--- config.mk ---
export PLATFORM = sky130hd
export DESIGN_NAME = macd_indicator_stream
export DESIGN_NICKNAME = d
export VERILOG_FILES = /design/src/rtl/core/macd_pkg.sv /design/src/rtl/core/macd_div.sv /design/src/rtl/core/macd_mul.sv /design/src/rtl/core/macd_indicator_stream.sv
export SDC_FILE = /design/constraint.sdc
export NUM_CORES = 2
export LEC_CHECK = 0
export BUFFER_PORTS_ARGS = -buffer_cell sky130_fd_sc_hd__buf_2
export CORE_MARGIN = 10
export CORE_UTILIZATION = 40
export CTS_BUF_LIST = sky130_fd_sc_hd__clkbuf_4 sky130_fd_sc_hd__clkbuf_8 sky130_fd_sc_hd__clkbuf_16
export CTS_CLUSTER_SIZE = 28
export DETAILED_ROUTE_END_ITERATION = 8
export GPL_TIMING_DRIVEN = 0
export PLACE_DENSITY = 0.53
export SYNTH_ARGS = -nofsm -noshare
export SYNTH_HDL_FRONTEND = slang
export SYNTH_SLANG_ARGS = --single-unit
--- constraint.sdc ---
create_clock -name clock -period 11.6 [get_ports clock]
set_input_delay 0 -clock clock [delete_from_list [all_inputs] [get_ports clock]]
set_output_delay 0 -clock clock [all_outputs]
set_load 0.01 [all_outputs]
--- src/rtl/core/macd_pkg.sv ---
`timescale 1ns / 1ps
// ----------------------------------------------------------------------------
// MACD package
// Shared widths, register indexes, reset values and status types.
// ----------------------------------------------------------------------------
package macd_pkg;

   localparam int PRICE_W    = 32;
   localparam int PERIOD_W   = 8;
   localparam int GAIN_W     = 16;
   localparam int AVG_W      = 32;
   localparam int HIST_W     = 40;
   localparam int DIVISOR_W  = PERIOD_W + 1;
   localparam int CSR_IDX_W  = 8;
   localparam int CSR_DATA_W = 16;
   localparam int RSP_DATA_W = 3 * AVG_W + HIST_W;

   localparam logic [CSR_IDX_W-1:0] CSR_SHORT_PERIOD  = 8'd0;
   localparam logic [CSR_IDX_W-1:0] CSR_LONG_PERIOD   = 8'd1;
   localparam logic [CSR_IDX_W-1:0] CSR_SIGNAL_PERIOD = 8'd2;
   localparam logic [CSR_IDX_W-1:0] CSR_HIST_GAIN     = 8'd3;

   localparam logic [PERIOD_W-1:0] SHORT_PERIOD_RST  = 8'd12;
   localparam logic [PERIOD_W-1:0] LONG_PERIOD_RST   = 8'd26;
   localparam logic [PERIOD_W-1:0] SIGNAL_PERIOD_RST = 8'd9;
   localparam logic [GAIN_W-1:0]   HIST_GAIN_RST     = 16'd25559;

   typedef struct packed {
      logic busy;
      logic done;
   } div_status_type;

endpackage

--- src/rtl/core/macd_div.sv ---
`timescale 1ns / 1ps
// ----------------------------------------------------------------------------
// MACD serial divider
// Restoring unsigned divider, one quotient bit per cycle.
// ----------------------------------------------------------------------------
module macd_div #(
   parameter int NW = 48
) (
   input  logic                               clock,
   input  logic                               reset,
   input  logic                               start,
   input  logic [NW-1:0]                      dividend,
   input  logic [macd_pkg::DIVISOR_W-1:0]     divisor,
   output logic [NW-1:0]                      quotient,
   output macd_pkg::div_status_type           status
);

   localparam int DW = macd_pkg::DIVISOR_W;
   localparam int CW = $clog2(NW);

   logic [NW-1:0] quo_ff, quo_in;
   logic [DW-1:0] rem_ff, rem_in;
   logic [DW-1:0] dsr_ff;
   logic [CW-1:0] cnt_ff, cnt_in;
   logic          busy_ff, busy_in;
   logic          done_ff, done_in;
   logic [DW:0]   shifted;
   logic [DW:0]   trial;
   logic          fits;

   assign shifted = {rem_ff, quo_ff[NW-1]};
   assign trial   = shifted - {1'b0, dsr_ff};
   assign fits    = (shifted >= {1'b0, dsr_ff});

   always_comb begin
      quo_in  = quo_ff;
      rem_in  = rem_ff;
      cnt_in  = cnt_ff;
      busy_in = busy_ff;
      done_in = 1'b0;
      if (start) begin
         quo_in  = dividend;
         rem_in  = '0;
         cnt_in  = CW'(NW - 1);
         busy_in = 1'b1;
      end else if (busy_ff) begin
         quo_in = {quo_ff[NW-2:0], fits};
         rem_in = fits ? trial[DW-1:0] : shifted[DW-1:0];
         cnt_in = cnt_ff - 1'b1;
         if (cnt_ff == '0) begin
            busy_in = 1'b0;
            done_in = 1'b1;
         end
      end
   end

   always_ff @(posedge clock) begin
      if (reset) begin
         busy_ff <= 1'b0;
         done_ff <= 1'b0;
         cnt_ff  <= '0;
      end else begin
         busy_ff <= busy_in;
         done_ff <= done_in;
         cnt_ff  <= cnt_in;
      end
   end

   always_ff @(posedge clock) begin
      quo_ff <= quo_in;
      rem_ff <= rem_in;
      if (start) begin
         dsr_ff <= divisor;
      end
   end

   assign quotient    = quo_ff;
   assign status.busy = busy_ff;
   assign status.done = done_ff;

endmodule

--- src/rtl/core/macd_mul.sv ---
`timescale 1ns / 1ps
// ----------------------------------------------------------------------------
// MACD shared multiplier
// Signed by unsigned product with a registered result.
// ----------------------------------------------------------------------------
module macd_mul #(
   parameter int AW = 43,
   parameter int BW = 16
) (
   input  logic                    clock,
   input  logic                    en,
   input  logic signed [AW-1:0]    a,
   input  logic [BW-1:0]           b,
   output logic signed [AW+BW:0]   prod
);

   logic signed [AW+BW:0] prod_ff;
   logic signed [AW+BW:0] prod_in;

   assign prod_in = a * $signed({1'b0, b});

   always_ff @(posedge clock) begin
      if (en) begin
         prod_ff <= prod_in;
      end
   end

   assign prod = prod_ff;

endmodule

--- src/rtl/core/macd_indicator_stream.sv ---
`timescale 1ns / 1ps
// ----------------------------------------------------------------------------
// MACD indicator stream
// Fast, slow and signal EMAs of a price stream with the MACD histogram.
// ----------------------------------------------------------------------------
// req_ carries one close price word (tuser flags the first sample of a
// series); rsp_ returns one word per request: fast EMA, slow EMA, DEA and
// histogram. csr_ writes the three periods and the gain; it is always ready.
// The user must write csr_ only while the block is idle; the block does not enforce it.
// A request is taken only in the idle state. Each of the three EMAs runs a
// multiply, a numerator add and a bit-serial division of F+24 steps in turn,
// then the histogram multiply runs and the word goes to the output register.
// A new word is taken only after the last one's result has been loaded.
// A first-sample word clears the averages and goes straight to the
// histogram state. The result sits in an output register;
// the block waits in its last state while the receiver stalls and returns
// to idle as the result is loaded. Reset restores the default periods and
// gain and zeroes all three averages.
// ----------------------------------------------------------------------------
module macd_indicator_stream #(
   parameter int STATE_FRAC_BITS = 24
) (
   input  logic                                 clock,
   input  logic                                 reset,
   input  logic                                 req_tvalid,
   output logic                                 req_tready,
   input  logic [macd_pkg::PRICE_W-1:0]         req_tdata,   // closing price
   input  logic                                 req_tuser,   // first_sample
   output logic                                 rsp_tvalid,
   input  logic                                 rsp_tready,
   // fast_average, slow_average, signal_line, histogram
   output logic [macd_pkg::RSP_DATA_W-1:0]      rsp_tdata,
   input  logic                                 csr_valid,
   output logic                                 csr_ready,
   input  logic [macd_pkg::CSR_IDX_W-1:0]       csr_index,
   input  logic [macd_pkg::CSR_DATA_W-1:0]      csr_data
);

   localparam int F   = STATE_FRAC_BITS;
   localparam int EW  = 16 + F;
   localparam int SW  = EW + 1;
   localparam int AW  = F + 19;
   localparam int GW  = macd_pkg::GAIN_W;
   localparam int PW  = AW + GW + 1;
   localparam int NSW = F + 26;
   localparam int NW  = F + 24;
   localparam int OSH = F - 16;
   localparam int GSH = F - 4;
   localparam int PRW = macd_pkg::PERIOD_W;
   localparam int AVW = macd_pkg::AVG_W;
   localparam int HW  = macd_pkg::HIST_W;

   localparam logic [2:0] ST_IDLE = 3'd0;
   localparam logic [2:0] ST_MUL  = 3'd1;
   localparam logic [2:0] ST_NUM  = 3'd2;
   localparam logic [2:0] ST_DIV  = 3'd3;
   localparam logic [2:0] ST_HIST = 3'd4;
   localparam logic [2:0] ST_OUT  = 3'd5;

   localparam logic [1:0] SEL_FAST = 2'd0;
   localparam logic [1:0] SEL_SLOW = 2'd1;
   localparam logic [1:0] SEL_DEA  = 2'd2;

   logic [2:0]              state_ff, state_in;
   logic [1:0]              sel_ff, sel_in;
   logic [PRW-1:0]          short_ff, long_ff, signal_ff;
   logic [GW-1:0]           gain_ff;
   logic [EW-1:0]           fast_ff, fast_in;
   logic [EW-1:0]           slow_ff, slow_in;
   logic signed [SW-1:0]    dea_ff, dea_in;
   logic signed [SW-1:0]    dif_ff, dif_in;
   logic [EW-1:0]           price_ff, price_in;
   logic                    neg_ff, neg_in;
   logic                    rsp_valid_ff, rsp_valid_in;
   logic [macd_pkg::RSP_DATA_W-1:0] rsp_data_ff, rsp_data_in;

   logic                    req_take;
   logic                    rsp_free;
   logic [PRW-1:0]          per, eff, nm1;
   logic [macd_pkg::DIVISOR_W-1:0] np1;
   logic signed [SW-1:0]    prev_ext, x_ext;
   logic signed [AW-1:0]    mul_a;
   logic [GW-1:0]           mul_b;
   logic                    mul_en;
   logic signed [PW-1:0]    prod;
   logic signed [NSW-1:0]   num;
   logic [NW-1:0]           dividend;
   logic                    div_start;
   logic [NW-1:0]           quotient;
   macd_pkg::div_status_type div_stat;
   logic signed [SW-1:0]    q_res;
   logic signed [SW-1:0]    dea_sh;
   logic signed [PW-1:0]    hist_sh;
   logic [AVW-1:0]          sig_sat;
   logic [HW-1:0]           hist_sat;
   logic                    sig_ovf, hist_ovf;

   // configuration
   assign csr_ready = 1'b1;

   always_ff @(posedge clock) begin
      if (reset) begin
         short_ff  <= macd_pkg::SHORT_PERIOD_RST;
         long_ff   <= macd_pkg::LONG_PERIOD_RST;
         signal_ff <= macd_pkg::SIGNAL_PERIOD_RST;
         gain_ff   <= macd_pkg::HIST_GAIN_RST;
      end else if (csr_valid && csr_ready) begin
         case (csr_index)
            macd_pkg::CSR_SHORT_PERIOD:  short_ff  <= csr_data[PRW-1:0];
            macd_pkg::CSR_LONG_PERIOD:   long_ff   <= csr_data[PRW-1:0];
            macd_pkg::CSR_SIGNAL_PERIOD: signal_ff <= csr_data[PRW-1:0];
            macd_pkg::CSR_HIST_GAIN:     gain_ff   <= csr_data;
            default: begin
            end
         endcase
      end
   end

   // operand selection
   always_comb begin
      case (sel_ff)
         SEL_FAST: begin
            per      = short_ff;
            prev_ext = $signed({1'b0, fast_ff});
            x_ext    = $signed({1'b0, price_ff});
         end
         SEL_SLOW: begin
            per      = long_ff;
            prev_ext = $signed({1'b0, slow_ff});
            x_ext    = $signed({1'b0, price_ff});
         end
         default: begin
            per      = signal_ff;
            prev_ext = dea_ff;
            x_ext    = dif_ff;
         end
      endcase
   end

   assign eff = (per == '0) ? PRW'(1) : per;
   assign nm1 = eff - 1'b1;
   assign np1 = {1'b0, eff} + 1'b1;

   always_comb begin
      if (state_ff == ST_HIST) begin
         mul_a = $signed({{(AW-SW){dif_ff[SW-1]}}, dif_ff})
               - $signed({{(AW-SW){dea_ff[SW-1]}}, dea_ff});
         mul_b = gain_ff;
      end else begin
         mul_a = $signed({{(AW-SW){prev_ext[SW-1]}}, prev_ext});
         mul_b = {{(GW-PRW){1'b0}}, nm1};
      end
   end

   assign mul_en = (state_ff == ST_MUL) || (state_ff == ST_HIST);

   macd_mul #(
      .AW (AW),
      .BW (GW)
   ) u_mul (
      .clock (clock),
      .en    (mul_en),
      .a     (mul_a),
      .b     (mul_b),
      .prod  (prod)
   );

   // 2*x + (N-1)*prev; floor division of a negative numerator via complement
   assign num = $signed({{(NSW-SW-1){x_ext[SW-1]}}, x_ext, 1'b0}) + prod[NSW-1:0];
   assign dividend = num[NSW-1] ? ~num[NW-1:0] : num[NW-1:0];
   assign div_start = (state_ff == ST_NUM);

   macd_div #(
      .NW (NW)
   ) u_div (
      .clock    (clock),
      .reset    (reset),
      .start    (div_start),
      .dividend (dividend),
      .divisor  (np1),
      .quotient (quotient),
      .status   (div_stat)
   );

   assign q_res = neg_ff ? ~$signed(quotient[SW-1:0]) : $signed(quotient[SW-1:0]);

   // output scaling and saturation
   assign dea_sh  = dea_ff >>> OSH;
   assign hist_sh = prod >>> GSH;
   assign sig_ovf  = (|dea_sh[SW-1:AVW-1]) && !(&dea_sh[SW-1:AVW-1]);
   assign hist_ovf = (|hist_sh[PW-1:HW-1]) && !(&hist_sh[PW-1:HW-1]);
   assign sig_sat  = sig_ovf ? {dea_sh[SW-1], {(AVW-1){~dea_sh[SW-1]}}}
                             : dea_sh[AVW-1:0];
   assign hist_sat = hist_ovf ? {hist_sh[PW-1], {(HW-1){~hist_sh[PW-1]}}}
                              : hist_sh[HW-1:0];

   assign req_take = req_tvalid && req_tready;
   assign rsp_free = !rsp_valid_ff || rsp_tready;

   // sequencer
   always_comb begin
      state_in     = state_ff;
      sel_in       = sel_ff;
      fast_in      = fast_ff;
      slow_in      = slow_ff;
      dea_in       = dea_ff;
      dif_in       = dif_ff;
      price_in     = price_ff;
      neg_in       = neg_ff;
      rsp_valid_in = rsp_valid_ff && !rsp_tready;
      rsp_data_in  = rsp_data_ff;
      case (state_ff)
         ST_IDLE: begin
            if (req_take) begin
               if (req_tuser) begin
                  fast_in  = '0;
                  slow_in  = '0;
                  dea_in   = '0;
                  dif_in   = '0;
                  state_in = ST_HIST;
               end else begin
                  price_in = {req_tdata, {OSH{1'b0}}};
                  sel_in   = SEL_FAST;
                  state_in = ST_MUL;
               end
            end
         end
         ST_MUL: begin
            state_in = ST_NUM;
         end
         ST_NUM: begin
            neg_in   = num[NSW-1];
            state_in = ST_DIV;
         end
         ST_DIV: begin
            if (div_stat.done) begin
               case (sel_ff)
                  SEL_FAST: begin
                     fast_in  = q_res[EW-1:0];
                     sel_in   = SEL_SLOW;
                     state_in = ST_MUL;
                  end
                  SEL_SLOW: begin
                     slow_in  = q_res[EW-1:0];
                     dif_in   = $signed({1'b0, fast_ff}) - $signed({1'b0, q_res[EW-1:0]});
                     sel_in   = SEL_DEA;
                     state_in = ST_MUL;
                  end
                  default: begin
                     dea_in   = q_res;
                     state_in = ST_HIST;
                  end
               endcase
            end
         end
         ST_HIST: begin
            state_in = ST_OUT;
         end
         ST_OUT: begin
            if (rsp_free) begin
               rsp_valid_in = 1'b1;
               rsp_data_in  = {hist_sat, sig_sat, slow_ff[EW-1:OSH], fast_ff[EW-1:OSH]};
               state_in     = ST_IDLE;
            end
         end
         default: begin
            state_in = ST_IDLE;
         end
      endcase
   end

   always_ff @(posedge clock) begin
      if (reset) begin
         state_ff     <= ST_IDLE;
         sel_ff       <= SEL_FAST;
         rsp_valid_ff <= 1'b0;
         fast_ff      <= '0;
         slow_ff      <= '0;
         dea_ff       <= '0;
      end else begin
         state_ff     <= state_in;
         sel_ff       <= sel_in;
         rsp_valid_ff <= rsp_valid_in;
         fast_ff      <= fast_in;
         slow_ff      <= slow_in;
         dea_ff       <= dea_in;
      end
   end

   always_ff @(posedge clock) begin
      dif_ff      <= dif_in;
      price_ff    <= price_in;
      neg_ff      <= neg_in;
      rsp_data_ff <= rsp_data_in;
   end

   assign req_tready = (state_ff == ST_IDLE);
   assign rsp_tvalid = rsp_valid_ff;
   assign rsp_tdata  = rsp_data_ff;

   // checks
   a_div_busy_in_div: assert property (@(posedge clock) disable iff (reset)
      div_stat.busy |-> (state_ff == ST_DIV))
      else $error("divider busy outside the divide state");

   a_div_done_in_div: assert property (@(posedge clock) disable iff (reset)
      div_stat.done |-> (state_ff == ST_DIV))
      else $error("divider done outside the divide state");

   a_stall_holds: assert property (@(posedge clock) disable iff (reset)
      (state_ff == ST_OUT && rsp_valid_ff && !rsp_tready) |=> (state_ff == ST_OUT))
      else $error("result overwritten while the receiver stalls");

   a_first_clears: assert property (@(posedge clock) disable iff (reset)
      (req_take && req_tuser) |=> (fast_ff == '0 && slow_ff == '0 && dea_ff == '0))
      else $error("first sample did not clear the averages");

   a_sel_legal: assert property (@(posedge clock) disable iff (reset)
      (state_ff == ST_DIV) |-> (sel_ff == SEL_FAST || sel_ff == SEL_SLOW
                                || sel_ff == SEL_DEA))
      else $error("no average selected during division");

endmodule
==> qor.csv <==
metric;value;unit
finalSetupViolCount;0;
peakVddDrop;0.117;mV
leakage;25.1;nW
die-area;145000;µm²
antenna_found_initial;10;
start_util;40.2;%
cts.htree.levels;2;
synth_edf_count;327;
design_area;58000;µm²
cts_num_sinks;511;
yosysSeqAreaShare;26.0;%
dp_slack;-1080;ps
drc_errors;0;
skew;39.0;ps
clkLatencyLatePin;670;ps
cts_buffers;57;
grt_pass1_vias;43400;
clk_pin_slew;70;ps
power.density;168;nW/µm²
start_kind;flop;
final_nets;7084;
synth_area;51900;µm²
reg2reg_slack;360;ps
fin_cells;7899;
cp.required;11990;ps
ant_nets;0;
max_freq;88.9;MHz
ys_ff_latch;511;
placedCellCount;7718;
ys.flop_type;edfxtp_1;
crit_family;adder cells;
area_growth_syn_to_layout;11.9;%
slew_viol_final;0;
cpMaxStageDelayCell;o21ai_1;
place_congestion;0.986;
place_area;55300;µm²
grt_overflow;0;
core_area;129000;µm²
max-slew-margin-rel;1.63;%
r2r-start;state_ff[2];
worstSetupEndpoint;u_mul.prod[59];
wl;197000;µm
min_period;11240;ps
cts.path.max_buffers;3;
via_count;42500;
timing.final.crit_share;96.9;%
hold_path_class;input pin to flop;
critPathMaxFanout;11;
status;finished, final reports clean;
tightest_slew;1480;ps
wl_per_cell;24.9;µm
path_depth;30;
cp-end-kind;flop;
path_class;flop to flop;
routed_via_density;5.38;
critical_path.startpoint;state_ff[2];
die_x;380;µm
yosysWarnings;0;
hold_viol;0;
cts_tree;built;
grt_pass1_wl;290000;µm
reg2regPathDepth;30;
worstPathArrival;11630;ps
cts.root.buffer_cell;clkbuf_16;
drt-pass1-iter-count;6;
ys_types;85;
drive_gt1_share;6.75;%
syn_nets;6748;
path_buf_inv;10;
grtUsageTotal;26.8;%
grt_max_degree;37;
dieHeight;380;µm
ys_async_sr_fraction;0;%
num_io_pins;201;
rsz0062_at_grt;false;
synthCells;5767;
max_stage_delay;960;ps
cap_violations;0;
avgSynthCellArea;9.00;µm²
worst_slack;356;ps
row_count;132;
hpwl;165000;µm
port_buffers;198;
r2r-end;u_mul.prod[59];
drt_iter0_drc;3636;
cp_common_cell;fa_1;
## worst min path at each step
stage | startpoint | endpoint | slack, ps | cells past startpoint
after global routing | req_tdata[6] | price_ff[14] | 30 | 2
after CTS | req_tdata[16] | price_ff[24] | 10 | 2
after detailed placement | req_tdata[9] | price_ff[17] | 180 | 1
after floorplan | req_tdata[2] | price_ff[10] | 100 | 0
final | req_tdata[2] | price_ff[10] | 50 | 2
after global placement | req_tdata[20] | price_ff[28] | 180 | 1
## layout by cell type, fill, tap and decap left out, types with 29 or more instances in the layout
master,netlist,layout
nand2_1,881,881
inv_1,861,861
fa_1,637,637
nor2_1,418,416
a21oi_1,395,393
edfxtp_1,327,327
ha_1,282,282
clkbuf_1,242,232
buf_2,3,201
xnor2_1,195,195
dfxtp_1,184,184
a21o_1,141,141
o21ai_1,110,103
o21ai_0,102,102
and3_1,73,73
and2_1,72,71
nor2b_1,72,71
nand3_1,70,70
mux2i_1,72,69
xor2_1,66,66
dlygate4sd3_1,0,66
clkbuf_16,0,58
o21a_1,46,46
nor3_1,46,46
mux2_2,37,37
o21bai_1,36,36
o211ai_1,34,34
a211oi_1,29,29
## synth_stat cells, drive strengths merged (70+ instances only)
library cell,count,share of area (%)
clkbuf,242,1.8
a21oi,396,3.8
dfxtp,184,7.1
and3,73,0.88
nor2,418,3.0
nand3,70,0.68
nor2b,72,0.87
o21ai,212,2.0
fa,637,25
xnor2,195,3.3
inv,870,6.3
a21o,141,2.0
ha,282,6.8
nand2,881,6.4
and2,75,0.90
edfxtp,327,19
mux2i,72,1.4
## what timing repair did
| action | 4_1_cts | 5_1_grt |
|---|---|---|
| buffers inserted | 0 | 2 |
| setup endpoints to repair | 18 | 12 |
| gates cloned | 0 | 0 |
| endpoints found under the hold margin | 78 | 0 |
| hold buffers | 66 | 0 |
| resized for setup | 8 | 34 |
| pin swaps | 0 | 1 |
## layout make-up
| class | count | area (µm²) |
|---|---|---|
| timing repair buffer | 277 | 1860 |
| buffer | 275 | 1100 |
| fill | 13000 | 71100 |
| clock buffer | 75 | 1600 |
| antenna | 6 | 15.0 |
| multi-input combinational | 4111 | 34200 |
| clock inverter | 32 | 340 |
| sequential | 511 | 13500 |
| inverter | 870 | 3270 |
| tap | 1742 | 2180 |
## metrics by stage
stage | hold WS, ps | TNS [ps] | util (%) | total power, W
floorplan | 98.9 | 0 | - | 0.00600
global placement | 178 | -48240 | 42.6 | 0.00775
detailed placement | 178 | -7660 | 42.8 | 0.00775
CTS | 14.2 | 0 | 44.9 | 0.00970
global route | 31.9 | 0 | 44.9 | 0.0104
finish | 46.5 | 0 | 44.9 | 0.00977
## worst reg2reg max path, delay by kind of cell (launching register included)
family,cells,cell delay (ps)
AOI/OAI and AO/OA,8,3230
xor gates and xnor gates,1,120
adders and majority gates,7,3340
buffers and inverters,10,2970
DFF,1,310
and+or+nand+nor,4,980
## cell families (layout without fill, tap and decap cells)
kind of cell | after synthesis | count (layout) | share of synthesized area (%)
AO/OA/AOI/OAI | 1057 | 1057 | 12.6
XOR/XNOR | 268 | 268 | 4.71
adder cells (fa/ha/maj) | 919 | 919 | 31.4
buffers and inverters | 1145 | 1529 | 8.36
flip-flops | 511 | 511 | 26.0
multiplexers | 111 | 111 | 2.24
other | 1 | 7 | 0.00723
AND/OR/NAND/NOR | 1755 | 1755 | 14.7
## per-layer routing
metal  global-route usage [%]  routed length [µm]  vias to the layer above
li1                         -                   -                    19400
met1                     36.8               85500                    21200
met2                     42.7               88100                     1556
met3                     3.38               13100                      307
met4                     11.2               10000                        0
met5                        0                   0                        -
## registers in the layout, indices dropped and copies added, names as in the netlist, 8 cells and up
register,count
dea_ff,41
dif_ff,41
fast_ff,40
gain_ff,16
long_ff,8
price_ff,32
rsp_tdata,136
short_ff,8
signal_ff,8
slow_ff,40
u_div.dsr_ff,9
u_div.quotient,48
u_div.rem_ff,9
u_mul.prod,60
## power by group
part	total [W]	internal [W]	switching (W)	leakage, nW
combinational	0.00531	0.00179	0.00352	19.5
sequential	0.00256	0.00233	0.000232	4.65
clock	0.00190	0.00109	0.000805	0.962
total	0.00977	0.00521	0.00456	25.1
(Power assumes the default switching activity.)
